--- src/rtl/clist_pkg.sv ---
// Shared types for the compacting indexed list core: operation and status
// codes and the sequencer state encoding. No dependencies.
package clist_pkg;

   // Operation codes carried in the request
   typedef enum logic [2:0] {
      OP_APPEND      = 3'd0,
      OP_REMOVE_LAST = 3'd1,
      OP_ERASE       = 3'd2,
      OP_READ_INDEX  = 3'd3,
      OP_READ_FIRST  = 3'd4,
      OP_READ_LAST   = 3'd5,
      OP_CLEAR       = 3'd6
   } op_type;

   // Result status codes
   typedef enum logic [1:0] {
      ST_OK        = 2'd0,
      ST_EMPTY     = 2'd1,
      ST_BAD_INDEX = 2'd2,
      ST_FULL      = 2'd3
   } status_type;

   // Sequencer states, one-hot
   typedef enum logic [4:0] {
      S_IDLE    = 5'b00001,
      S_MOVE_RD = 5'b00010,
      S_MOVE_WR = 5'b00100,
      S_RESP    = 5'b01000,
      S_SPARE   = 5'b10000
   } state_type;

   // Stream field widths and total stream widths
   localparam int unsigned OP_W     = 3;
   localparam int unsigned POS_W    = 4;
   localparam int unsigned VALUE_W  = 32;
   localparam int unsigned STATUS_W = 2;
   localparam int unsigned RDVAL_W  = 32;
   localparam int unsigned COUNT_W  = 5;
   localparam int unsigned REQ_W    = 40;
   localparam int unsigned RSP_W    = 40;

endpackage

--- src/rtl/compacting_indexed_list_core.sv ---
// Compacting indexed list core: ordered list held in one on-chip memory,
// worked by a small sequencer with a single read and a single write port.
// Depends on clist_pkg (operation, status and state types).
//
// The core keeps up to DEPTH elements of ELEMENT_WIDTH bits in insertion
// order. Each request transfer carries one operation (append, remove last,
// erase at index, read at index, read first, read last, clear) and yields
// exactly one response transfer with status, read data and element count
// after the operation. Timing: a request is taken only while the sequencer
// is idle. Every operation takes the sequencer through accept, then
// hand-off to the response register; an erase that moves entries adds a
// read state and a write state per entry moved, since each moved
// entry needs one memory read followed by one memory write through the
// shared single-port pair. A finished response waits in its output
// register, so the next request may be accepted while it is still pending;
// the sequencer holds only if a second result is ready before the first
// is taken. The memory needs no clearing pass: only entries below the
// count are ever read, and each of those was written by an append or a move.
module compacting_indexed_list_core #(
   parameter int unsigned DEPTH         = 16,
   parameter int unsigned ELEMENT_WIDTH = 32
) (
   input  logic                             clock,
   input  logic                             reset,
   // Request stream
   input  logic                             req_tvalid,
   output logic                             req_tready,
   // [2:0] operation, [6:3] position, [38:7] value, [39] zero
   input  logic [clist_pkg::REQ_W-1:0]      req_tdata,
   // Response stream
   output logic                             rsp_tvalid,
   input  logic                             rsp_tready,
   // [1:0] status, [33:2] read_value, [38:34] count, [39] zero
   output logic [clist_pkg::RSP_W-1:0]      rsp_tdata
);

   localparam int unsigned AW   = (DEPTH > 1) ? $clog2(DEPTH) : 1;
   localparam int unsigned CW   = $clog2(DEPTH + 1);
   localparam int unsigned CMPW = (CW > clist_pkg::POS_W) ? CW : clist_pkg::POS_W;
   localparam int unsigned EW   = ELEMENT_WIDTH;

   // Element storage
   logic [EW-1:0] mem_ff [DEPTH];
   logic [EW-1:0] rd_data_ff;

   // Sequencer and list state
   clist_pkg::state_type  state_ff, state_in;
   logic [CW-1:0]         count_ff, count_in;
   logic [AW-1:0]         ptr_ff, ptr_in;
   clist_pkg::status_type status_ff, status_in;
   logic                  rd_sel_ff, rd_sel_in;

   // Response register
   logic                          rsp_valid_ff, rsp_valid_in;
   logic [clist_pkg::RSP_W-1:0]   rsp_data_ff, rsp_data_in;

   // Memory port controls
   logic          mem_re;
   logic [AW-1:0] mem_raddr;
   logic          mem_we;
   logic [AW-1:0] mem_waddr;
   logic [EW-1:0] mem_wdata;

   // Request fields
   logic                          accept;
   clist_pkg::op_type             req_op;
   logic [clist_pkg::POS_W-1:0]   req_pos;
   logic [clist_pkg::VALUE_W-1:0] req_value;
   logic [CMPW-1:0]               pos_ext;
   logic [AW-1:0]                 pos_addr;
   logic                          bad_pos;
   logic                          list_empty;
   logic                          list_full;
   logic [63:0]                   value_wide;
   logic [63:0]                   rd_wide;
   logic [AW-1:0]                 ptr_inc;
   logic [CW-1:0]                 count_dec;
   logic                          slot_free;
   logic [clist_pkg::COUNT_W-1:0] count_out;

   assign req_tready = (state_ff == clist_pkg::S_IDLE);
   assign accept     = req_tvalid && req_tready;

   assign req_op    = clist_pkg::op_type'(req_tdata[2:0]);
   assign req_pos   = req_tdata[6:3];
   assign req_value = req_tdata[38:7];

   assign pos_ext    = CMPW'(req_pos);
   assign pos_addr   = pos_ext[AW-1:0];
   assign bad_pos    = pos_ext >= CMPW'(count_ff);
   assign list_empty = (count_ff == '0);
   assign list_full  = (count_ff == CW'(DEPTH));
   assign count_dec  = count_ff - CW'(1);
   assign count_out  = clist_pkg::COUNT_W'(count_ff);

   // Zero-extend or truncate between the 32-bit stream fields and elements
   assign value_wide = 64'(req_value);
   assign rd_wide    = 64'(rd_data_ff);

   assign ptr_inc   = ptr_ff + AW'(1);
   assign slot_free = !rsp_valid_ff || rsp_tready;

   // Sequencer: decode on accept, walk erase compaction, hand off result
   always_comb begin
      state_in  = state_ff;
      count_in  = count_ff;
      ptr_in    = ptr_ff;
      status_in = status_ff;
      rd_sel_in = rd_sel_ff;
      mem_re    = 1'b0;
      mem_raddr = ptr_inc;
      mem_we    = 1'b0;
      mem_waddr = ptr_ff;
      mem_wdata = rd_data_ff;

      unique case (state_ff)
         clist_pkg::S_IDLE: begin
            if (accept) begin
               status_in = clist_pkg::ST_OK;
               rd_sel_in = 1'b0;
               state_in  = clist_pkg::S_RESP;
               case (req_op)
                  clist_pkg::OP_APPEND: begin
                     if (list_full) begin
                        status_in = clist_pkg::ST_FULL;
                     end else begin
                        mem_we    = 1'b1;
                        mem_waddr = count_ff[AW-1:0];
                        mem_wdata = value_wide[EW-1:0];
                        count_in  = count_ff + CW'(1);
                     end
                  end
                  clist_pkg::OP_REMOVE_LAST: begin
                     if (list_empty) begin
                        status_in = clist_pkg::ST_EMPTY;
                     end else begin
                        count_in = count_dec;
                     end
                  end
                  clist_pkg::OP_ERASE: begin
                     if (bad_pos) begin
                        status_in = clist_pkg::ST_BAD_INDEX;
                     end else begin
                        // count drops now; compaction runs up to the new count
                        count_in = count_dec;
                        ptr_in   = pos_addr;
                        if (CMPW'(count_dec) > pos_ext) begin
                           state_in = clist_pkg::S_MOVE_RD;
                        end
                     end
                  end
                  clist_pkg::OP_READ_INDEX: begin
                     if (bad_pos) begin
                        status_in = clist_pkg::ST_BAD_INDEX;
                     end else begin
                        mem_re    = 1'b1;
                        mem_raddr = pos_addr;
                        rd_sel_in = 1'b1;
                     end
                  end
                  clist_pkg::OP_READ_FIRST: begin
                     if (list_empty) begin
                        status_in = clist_pkg::ST_EMPTY;
                     end else begin
                        mem_re    = 1'b1;
                        mem_raddr = '0;
                        rd_sel_in = 1'b1;
                     end
                  end
                  clist_pkg::OP_READ_LAST: begin
                     if (list_empty) begin
                        status_in = clist_pkg::ST_EMPTY;
                     end else begin
                        mem_re    = 1'b1;
                        mem_raddr = count_dec[AW-1:0];
                        rd_sel_in = 1'b1;
                     end
                  end
                  clist_pkg::OP_CLEAR: begin
                     count_in = '0;
                  end
                  default: begin
                     // unused code: no change, status ok
                  end
               endcase
            end
         end
         clist_pkg::S_MOVE_RD: begin
            // fetch the entry above the hole
            mem_re    = 1'b1;
            mem_raddr = ptr_inc;
            state_in  = clist_pkg::S_MOVE_WR;
         end
         clist_pkg::S_MOVE_WR: begin
            // drop it one place down and advance while a source entry is left
            mem_we    = 1'b1;
            mem_waddr = ptr_ff;
            mem_wdata = rd_data_ff;
            ptr_in    = ptr_inc;
            if (CW'(ptr_inc) < count_ff) begin
               state_in = clist_pkg::S_MOVE_RD;
            end else begin
               state_in = clist_pkg::S_RESP;
            end
         end
         clist_pkg::S_RESP: begin
            if (slot_free) begin
               state_in = clist_pkg::S_IDLE;
            end
         end
         default: begin
            state_in = clist_pkg::S_IDLE;
         end
      endcase
   end

   // Output register: load on hand-off, clear when the transfer completes
   always_comb begin
      rsp_valid_in = rsp_valid_ff;
      rsp_data_in  = rsp_data_ff;
      if (rsp_valid_ff && rsp_tready) begin
         rsp_valid_in = 1'b0;
      end
      if ((state_ff == clist_pkg::S_RESP) && slot_free) begin
         rsp_valid_in = 1'b1;
         rsp_data_in  = {1'b0,
                         count_out,
                         rd_sel_ff ? rd_wide[clist_pkg::RDVAL_W-1:0]
                                   : {clist_pkg::RDVAL_W{1'b0}},
                         status_ff};
      end
   end

   assign rsp_tvalid = rsp_valid_ff;
   assign rsp_tdata  = rsp_data_ff;

   // Element memory: one write and one registered read per cycle
   always_ff @(posedge clock) begin
      if (mem_we) begin
         mem_ff[mem_waddr] <= mem_wdata;
      end
      if (mem_re) begin
         rd_data_ff <= mem_ff[mem_raddr];
      end
   end

   // Control state
   always_ff @(posedge clock) begin
      if (reset) begin
         state_ff     <= clist_pkg::S_IDLE;
         count_ff     <= '0;
         rsp_valid_ff <= 1'b0;
      end else begin
         state_ff     <= state_in;
         count_ff     <= count_in;
         rsp_valid_ff <= rsp_valid_in;
      end
   end

   // Payload state
   always_ff @(posedge clock) begin
      ptr_ff      <= ptr_in;
      status_ff   <= status_in;
      rd_sel_ff   <= rd_sel_in;
      rsp_data_ff <= rsp_data_in;
   end

endmodule
--- config.mk ---
export PLATFORM = sky130hd
export DESIGN_NAME = compacting_indexed_list_core
export DESIGN_NICKNAME = d
export VERILOG_FILES = /design/src/rtl/clist_pkg.sv /design/src/rtl/compacting_indexed_list_core.sv
export SDC_FILE = /design/constraint.sdc
export NUM_CORES = 1
export LEC_CHECK = 0
export ABC_AREA = 1
export BUFFER_PORTS_ARGS = -buffer_cell sky130_fd_sc_hd__buf_2
export CORE_AREA = 10 10 289 291
export DETAILED_ROUTE_END_ITERATION = 16
export DIE_AREA = 0 0 299 301
export GPL_TIMING_DRIVEN = 0
export HOLD_SLACK_MARGIN = 0.15
export SETUP_SLACK_MARGIN = 0.15
export SYNTH_ARGS = -nofsm -noshare
export SYNTH_HDL_FRONTEND = slang
export SYNTH_SLANG_ARGS = --single-unit
--- constraint.sdc ---
create_clock -name clock -period 5.31 [get_ports clock]
set_input_delay 0.2655 -clock clock [delete_from_list [all_inputs] [get_ports clock]]
set_output_delay 0.2655 -clock clock [all_outputs]
set_load 0.01 [all_outputs]
Word level (Yosys, flattened, before mapping)
Memory sizes are Yosys's and may differ from the RTL's. A register that Yosys moved wholly into a read port is not among the register bits.
Cells that the tools add are included.

word-level totals
  memories kept = 1
  output and inout bits = 42
  memory bits (writable) = 512
  flip-flop bits (word level) = 57
  word-level logic and storage cells = 96

memory list
  memory  depth  width  read ports  clocked after memory_dff  write ports  line                                text
  mem_ff  16     32     1           1                         1            compacting_indexed_list_core.sv:43  logic [EW-1:0] mem_ff [DEPTH];

cells by class
  $lt $le $gt $ge = 3
  eq/ne operators = 18
  muxes and demuxes = 46
  reduce and logical (&&, ||, !) cells = 17
  add/sub/neg operators = 3

operators by type and width
  cell                   count
  $mux W32               4
  $mux W4                16
  $pmux W5 S4            2
  $mux W5                5
  $pmux W4 S3            1
  $mux W1                11
  $ne A2 B2 Y1 const B   5
  $eq A3 B3 Y1 const B   3
  $pmux W4 S2            1
  $eq A3 B2 Y1 const B   2
  $pmux W1 S2            3
  $pmux W2 S3            1
  $reduce_and A6 Y1      1
  $add A5 B1 Y5 const B  1
  $eq A5 B1 Y1 const B   1
  $eq A5 B2 Y1 const B   1
  $eq A5 B3 Y1 const B   1
  $eq A5 B4 Y1 const B   1
  $eq A5 B5 Y1 const B   1
  $ge A4 B5 Y1           1
  $gt A5 B4 Y1           1
  $logic_not A5 Y1       1
  $lt A4 B5 Y1           1
  $sub A5 B1 Y5 const B  1
  other kinds (14)       21

Logic depth before layout (Yosys ltp)
Gate-level depths: netlist of the first run.

  depth after elaboration = 7
  mapped depth = 20

Worst setup path after synthesis of the first run
OpenSTA, ideal clock, no wires.

  path kind = register -> register
  start point = reg state_ff[3]
  end point = reg rsp_data_ff (netlist bit rsp_tdata[0]), enable pin
  data arrival time = 4.272 ns
  buffers on the path = 0
  stages on the path, launching flop included = 3
  setup slack = 0.506 ns
  data required time = 4.777 ns
  period minus slack after synthesis = 4.804 ns
  cells stage by stage = dfxtp_1 > inv_1 > nor4_1

between the ends
  word-level cells in the longest chain between the ends = 2

RTL lines
  item                      line                                 text
  start: declaration        compacting_indexed_list_core.sv:47   clist_pkg::state_type state_ff, state_in;
  start signal: assignment  compacting_indexed_list_core.sv:250  state_ff <= clist_pkg::S_IDLE;
  start signal: assignment  compacting_indexed_list_core.sv:254  state_ff <= state_in;
  $eq A5 B4 Y1              compacting_indexed_list_core.sv:224  if ((state_ff == clist_pkg::S_RESP) && slot_free) begin
  $logic_and A1 B1 Y1       compacting_indexed_list_core.sv:224
  end signal: assignment    compacting_indexed_list_core.sv:265  rsp_data_ff <= rsp_data_in;
  end: declaration          compacting_indexed_list_core.sv:55   logic [clist_pkg::RSP_W-1:0] rsp_data_ff, rsp_data_in;

Every way passes these cells.
A chain may end at the register's enable or synchronous reset.

Final worst setup path of the first run
  start point = reg count_ff[0]
  end point = mem mem_ff[3][24] (netlist name), enable pin

between the ends
  word-level cells in the longest chain between the ends = 7

RTL lines
  item                           line                                 text
  start: declaration             compacting_indexed_list_core.sv:48   logic [CW-1:0] count_ff, count_in;
  start signal: assignment       compacting_indexed_list_core.sv:255  count_ff <= count_in;
  $eq A5 B5 Y1                   compacting_indexed_list_core.sv:92   assign list_full = (count_ff == CW'(DEPTH));
  $mux W1                        compacting_indexed_list_core.sv:124  if (list_full) begin
  $mux W1                        compacting_indexed_list_core.sv:122  case (req_op)
  $mux W1                        compacting_indexed_list_core.sv:118  if (accept) begin
  $pmux W1 S2                    compacting_indexed_list_core.sv:116  unique case (state_ff)
  $mux W1                        compacting_indexed_list_core.sv:239  if (mem_we) begin
  $mux W1 (implied by the code)  compacting_indexed_list_core.sv:240  mem_ff[mem_waddr] <= mem_wdata;
  end: declaration               compacting_indexed_list_core.sv:43

Several ways; a longest one is shown, not always the timed one.

==> summary.md, run 1 <==
| Metric | Value |
|---|---|
| Die Y | 301 µm |
| PwrDens | 340 nW/µm² |
| GR Overflow Total | 0 |
| Final min period | 3900 ps |
| Max VDD drop | 0.000258 V |
| Comb pwr share | 8.8% |
| Area growth from synthesis to layout | 16.2% |
| Fin cells | 3726 |
| Distinct cells, synth | 41 |
| Clock root buffer | clkbuf_16 |
| Number of remaining DRC errors | 0 |
| TritonCTS clock tree | built |
| Peak Freq | 0.256 GHz |
| Setup TNS | 0 ps |
| Critical path startpoint category | flip-flop |
| Post-synth EDFFs | 590 |
| Total GRT Usage | 17.3% |
| Placed Area | 29100 µm² |
| TritonCTS Buffers | 60 |
| Slew Viols, Final | 0 |
| P_leak | 0.0127 µW |
| Final Hold Fails | 0 |
| Worst r2r src | count_ff[0] |
| Max Fanout on Critical Path | 19 |
| Layout Utilization | 40.4% |
| Antenna cell count | 0 |
| CTS Buffer Depth | 3 |
| Clk pwr share | 41.1% |
| Worst-path clk slew | 60 ps |
| Vias in the first global route | 17800 |
| Yosys warns | 0 |
| Hpwl dp | 53000 µm |
| I/O Buffers | 82 |
| Fin area | 31200 µm² |
| CP arrival | 4230 ps |
| Post-Syn Area per Cell | 10.9 µm² |
| Critical path class | flip-flop to flip-flop |
| Setup-failing EPs final | 0 |
| Reg2reg end | mem_ff[3][24] |
| RSZ-0062 raised after global routing | false |
| Run status | finished, final reports clean |
| Worst slew pin tran | 1040 ps |
| Post-CTS setup buffer count | 0 |
| Cells on Worst Hold Path | 2 |
| Io pins | 86 |
| Drt first pass iters | 5 |
| Clock Skew | 17.7 ps |
| Die W | 299 µm |
| CP required | 5640 ps |
| Sw power | 2510 µW |
| CTS H-tree depth | 2 |
| Vias after detailed routing | 18400 |
| Setup slack, reg-to-reg | 1410 ps |
| Max-cap viol count | 0 |
| Wire per inst | 21.4 µm |
| Ratio of cells with drive above 1 in the final layout | 13.3% |
| Min-delay worst type | input pin to flip-flop |
| Reg2reg path depth | 11 |
| Setup crit end kind | flip-flop |
| Rows | 102 |
| Flop pwr share | 50.1% |
| Initial antenna violation count | 0 |
| Initial core utilization | 34.7% |
| WL final | 79700 µm |
| Routability Congestion | 0.868 |
| Clk_lat worst skew | 640 ps |
| Mapped Cells | 2462 |
| Routed vias/inst | 4.95 |
| Detail Route Antenna Nets | 0 |
| Die ar. | 90000 µm² |
| Synthesized flop and latch total | 600 |
| Synthesized net count | 2520 |
| Mapped cell area | 26900 µm² |
| First-pass GRT wire length | 117000 µm |
| Rel. slew slack | 29.8% |
| Dpl cells | 3607 |
| 1st-iter DRT viols | 2059 |
| Share of flip-flops with an asynchronous set or reset | 0% |
| Hold EP | mem_ff[4][17] |
| Period utilisation layout | 73.5% |
| Nets | 2697 |
| Core Box Area | 77300 µm² |
| Ys flop type | edfxtp_1 |
| Worst hold start | req_tdata[24] |
| Sink Count | 600 |
| Largest net degree at the start of global routing | 23 |
| Internal power | 8100 µW |
| Switching share of power | 23.7% |
| Sequential share of the synthesized area | 66.7% |
| CTS resizes | 0 |
[how the worst max path moves through the flow]
stage                start             to  slack, ps  cells after the start
4_1_cts        count_ff[0]  mem_ff[3][24]       1380                     11
5_1_grt        count_ff[0]  mem_ff[3][23]       1010                     11
3_3_place_gp   state_ff[3]  rsp_tdata[15]      -3930                      2
6_report       count_ff[0]  mem_ff[3][24]       1410                     11
3_5_place_dp   count_ff[0]  mem_ff[3][16]       1400                     11
2_1_floorplan  state_ff[3]   rsp_tdata[0]        510                      2
[metal layers]
layer | vias to the layer above | GRT usage [%] | wire, µm
met5 | - | 0 | 0
met4 | 0 | 5.88 | 2330
met3 | 150 | 3.15 | 6580
met2 | 799 | 29.0 | 38200
met1 | 8868 | 22.3 | 32600
li1 | 8630 | - | -
[through the flow]
stage	power, µW	hold slack [ps]	setup slack [ps]
2_1_floorplan	5960	400	506
3_3_place_gp	6330	404	-3930
3_5_place_dp	6340	408	1400
4_1_cts	10700	159	1380
5_1_grt	10900	193	1010
6_report	10600	175	1410
[cell families after synthesis]
| family | Yosys count | synth area share, % |
|---|---|---|
| mux | 32 | 1.34 |
| buf+inv | 599 | 9.04 |
| xor+xnor | 7 | 0.228 |
| compound gates | 38 | 0.838 |
| fa+ha+maj | 14 | 0.652 |
| simple gates | 1171 | 21.2 |
| flops | 600 | 66.7 |
| other cells | 1 | 0.0140 |
[state kept, by name, summed over array words and instances (netlist names)]
name,flops
state_ff,4
status_ff,2
rd_sel_ff,1
mem_ff,512
rd_data_ff,32
count_ff,5
ptr_ff,4
rsp_tvalid,1
rsp_tdata,39
[synthesized netlist by cell type (14+ instances only)]
| library cell | instances | share of area, % |
|---|---|---|
| clkbuf_1 | 28 | 0.39 |
| ha_1 | 14 | 0.65 |
| nor2_1 | 43 | 0.60 |
| nand2_1 | 414 | 5.8 |
| nand3b_1 | 130 | 3.6 |
| inv_1 | 461 | 6.4 |
| buf_4 | 20 | 0.56 |
| edfxtp_1 | 590 | 66 |
| nand3_1 | 558 | 10 |
| mux2_2 | 32 | 1.3 |
| buf_2 | 78 | 1.5 |
| o21ai_0 | 16 | 0.30 |
[cells in the final DEF (no fill, tap or decap), drive strengths merged]
cell type / count
edfxtp: 590
nand3: 561
inv: 465
nand2: 420
buf: 212
nand3b: 130
clkbuf: 102
nor2: 46
mux2: 32
clkinv: 21
o21ai: 17
ha: 14
bufinv: 10
dfxtp: 10
dlygate4sd3: 10
a21oi: 10
nand4: 6
nor3: 5
xor2: 4
o22ai: 4
xnor2: 3
a211oi: 3
clkinvlp: 3
nor4: 2
a21boi: 1
a21o: 1
o21bai: 1
or2: 1
a22o: 1
conb: 1
[what timing repair did]
item	in CTS	in global routing
endpoints found under the hold margin	27	0
setup endpoints to repair	0	0
hold buffers	10	0
[worst max-delay path, stage by stage (launching register included)]
cell and delay, ps:
dfxtp_1 560, inv_1 200, ha_1 290, nand2_1 100
nor2_1 60, nor3_1 300, buf_2 400, o21ai_0 160
inv_1 110, nand3b_1 320, nor2_4 830, buf_16 240
[cell type report]
class                   count  area, µm²
plain buffers             135        687
well taps                1040       1300
clock inverters            35        430
multi-input cells        1263       6650
flip-flops and latches    600      17900
fillers                  7437      46100
inverters                 464       1740
repair buffers            115        933
clock buffers              74       1550
[power by group through the flow]
stage	combinational (µW)	clock [µW]	sequential, µW
global placement	901	0	5420
floorplan	542	0	5420
detailed placement	922	0	5420
CTS	936	4410	5320
finish	934	4360	5320
global route	1020	4610	5320
Note: power is estimated with default switching activity, not from simulation.
==> run 2: changes to the inputs <==
==> constraint.sdc (replaced) <==
create_clock -name clock -period 3.2 [get_ports clock]
set_input_delay 0.16 -clock clock [delete_from_list [all_inputs] [get_ports clock]]
set_output_delay 0.16 -clock clock [all_outputs]
set_load 0.01 [all_outputs]
==> summary.md, run 2 (synthesis gave the netlist of run 1 again) <==
| Metric | Value |
|---|---|
| Run status | finished, final reports clean |
| Worst-path clk slew | 60 ps (about the same) |
| Max FFs per register | 512 (unchanged) |
| Detail Route Antenna Nets | 0 (unchanged) |
| CTS H-tree depth | 2 (unchanged) |
| Met3 wire length | 6990 µm (+6.2%) |
| Drt first pass iters | 6 (+1) |
| Most common cell after layout, fill and taps aside | edfxtp_1 |
| Initial antenna violation count | 0 (unchanged) |
| RSZ-0062 raised after global routing | true |
| CTS Buffer Depth | 3 (unchanged) |
| Wire per inst | 21.5 µm (+0.37%) |
| Setup slack, reg-to-reg | 270 ps (-1140 ps) |
| Max Fanout on Critical Path | 10 (-9) |
| WL final | 81400 µm (+2.1%) |
| Ratio of cells with drive above 1 in the final layout | 16.2% (+2.9 points) |
| CP Cell Sequence | buf_6 > clkinvlp_4 > ha_1 > nand2_1 > inv_1 > nand2_1 > nand2_2 > nand2_2 > nand4_1 > nand2_2 > nand2_8 > nand2_8 > buf_12 > buf_6 > nand2_1 > nand3_1 > nand3_1 > nand3_1 > nand2_1 |
| Min Hold Slack | 184 ps (+9.61 ps) |
| TritonCTS clock tree | built |
| Final min period | 2930 ps (-972 ps) |
| Hpwl dp | 53200 µm (+0.38%) |
| Total power | 17200 µW (+62%) |
| Min-delay worst type | input pin to flip-flop |
| Layout Utilization | 42.1% (+1.7 points) |
| Die Y | 301 µm (unchanged) |
| PwrDens | 530 nW/µm² (+56%) |
| CP required | 3590 ps (-2050 ps) |
| Max VDD drop | 0.000435 V (+69%) |
| Worst r2r src | count_ff[2] |
| Crit. Startpoint | count_ff[2] |
| Area growth from synthesis to layout | 21.1% |
| Vias in the first global route | 18300 (+3.2%) |
| Core Box Area | 77300 µm² (unchanged) |
| Critical path startpoint category | flip-flop |
| Slowest stage cell, crit path | dfxtp_1 |
| Rel. slew slack | 32.1% (+2.3 points) |
| Vias after detailed routing | 18900 (+2.7%) |
| Setup-failing EPs final | 0 (unchanged) |
| Total GRT Usage | 17.6% (+0.27 points) |
| Initial core utilization | 34.7% (unchanged) |
| Biggest register | mem_ff |
| TritonCTS Buffers | 61 (+1.7%) |
| Clock root buffer | clkbuf_16 |
| Largest net degree at the start of global routing | 23 (unchanged) |
| Worst path most repeated cell | nand2_1 |
| DR WL met2 | 39200 µm (+2.5%) |
| Max-cap viol count | 0 (unchanged) |
| Die W | 299 µm (unchanged) |
| Clk_lat worst skew | 650 ps (about the same) |
| Period utilisation layout | 91.5% (+18 points) |
| Most frequent cells in the layout | 590 x edfxtp_1, 551 x nand3_1, 458 x inv_1, 402 x nand2_1, 130 x nand3b_1 |
| Peak Freq | 0.341 GHz (+33%) |
| Setup crit end kind | flip-flop |
| Slew Viols, Final | 0 (unchanged) |
| Critical path class | flip-flop to flip-flop |
| Setup crit end | rd_data_ff[2] |
| Sink Count | 600 (unchanged) |
| CP peak stage delay | 340 ps (-490 ps) |
| I/O Buffers | 82 (unchanged) |
| First-pass GRT wire length | 118000 µm (+1.3%) |
| CP arrival | 3320 ps (-910 ps) |
| Io pins | 86 (unchanged) |
| Metal-1 WL | 32100 µm (-1.4%) |
| P_leak | 0.0132 µW (+4.4%) |
| Clock Skew | 18.7 ps (+1.03 ps) |
| Die ar. | 90000 µm² (unchanged) |
| Final Hold Fails | 0 (unchanged) |
| Placed Area | 29100 µm² (about the same) |
| Fin area | 32500 µm² (+4.2%) |
| Nets | 2760 (+2.3%) |
| Worst slew pin tran | 1020 ps (-25.8 ps) |
| Routability Congestion | 0.847 (-2.3%) |
| Number of remaining DRC errors | 0 (unchanged) |
| Reg2reg end | rd_data_ff[2] |
| 1st-iter DRT viols | 1901 (-7.7%) |
| Reg2reg path depth | 19 (+8) |
| Routed vias/inst | 5.00 (+0.95%) |
| GR Overflow Total | 0 (unchanged) |
| Uppermost layer routed | met4 |
| Rows | 102 (unchanged) |
| Antenna cell count | 0 (unchanged) |
## run 2: worst max-delay path: cells and delay by family, from the launching register on
kind / cells / cell delay [ps]
simple gates: 13 / 1390
buf+inv: 5 / 610
flops: 1 / 340
fa+ha+maj: 1 / 310
## run 2: repair_timing
action | in CTS | in global routing
resized for setup | 115 | 157
endpoints found under the setup margin | 1024 | 694
hold endpoints to repair | 527 | 0
hold buffers | 43 | 0
cloned | 1 | 2
buffers inserted | 25 | 5
pin swaps | 19 | 6
## run 2: through the flow
| stage | setup WS, ps | std cells | TNS, ps |
|---|---|---|---|
| 6_report | 271 | 3790 | 0 |
| 5_1_grt | 106 | 3790 | 0 |
| 4_1_cts | 145 | 3785 | 0 |
| 3_5_place_dp | -663 | 3605 | -239430 |
| 3_3_place_gp | -2790 | 3584 | -1286640 |
| 2_1_floorplan | -327 | 2462 | -154850 |
## run 2: worst min path at each step
| stage | start | to | cells after the start |
|---|---|---|---|
| after detailed placement | count_ff[2] | rsp_tdata[36] | 0 |
| after floorplan | req_tvalid | state_ff[0] | 2 |
| final | req_tdata[0] | status_ff[0] | 7 |
| after global placement | status_ff[1] | rsp_tdata[1] | 0 |
| after CTS | req_tdata[0] | status_ff[0] | 7 |
| after global routing | req_tdata[0] | rd_sel_ff | 5 |
## run 2: layout make-up
cell class                 count  area, µm²
buffer                       133       1250
clock buffer                  74       1580
clock inverter                37        254
fill                        7200      44800
inverter                     464       1750
multi-input combinational   1265       6830
sequential                   600      17900
tap                         1040       1300
timing repair buffer         177       1660
## run 2: where the power goes
group	switching, µW	leakage (µW)	total [µW]	internal [µW]
clock	3030	0.000902	6680	3650
combinational	1170	0.00693	1730	565
sequential	45.3	0.00540	8820	8780
## run 2: routing by layer
| metal | vias up | global-route usage (%) |
|---|---|---|
| li1 | 8772 | - |
| met1 | 9143 | 22.0 |
| met2 | 832 | 29.7 |
| met3 | 195 | 3.35 |
| met4 | 0 | 7.00 |
| met5 | - | 0 |
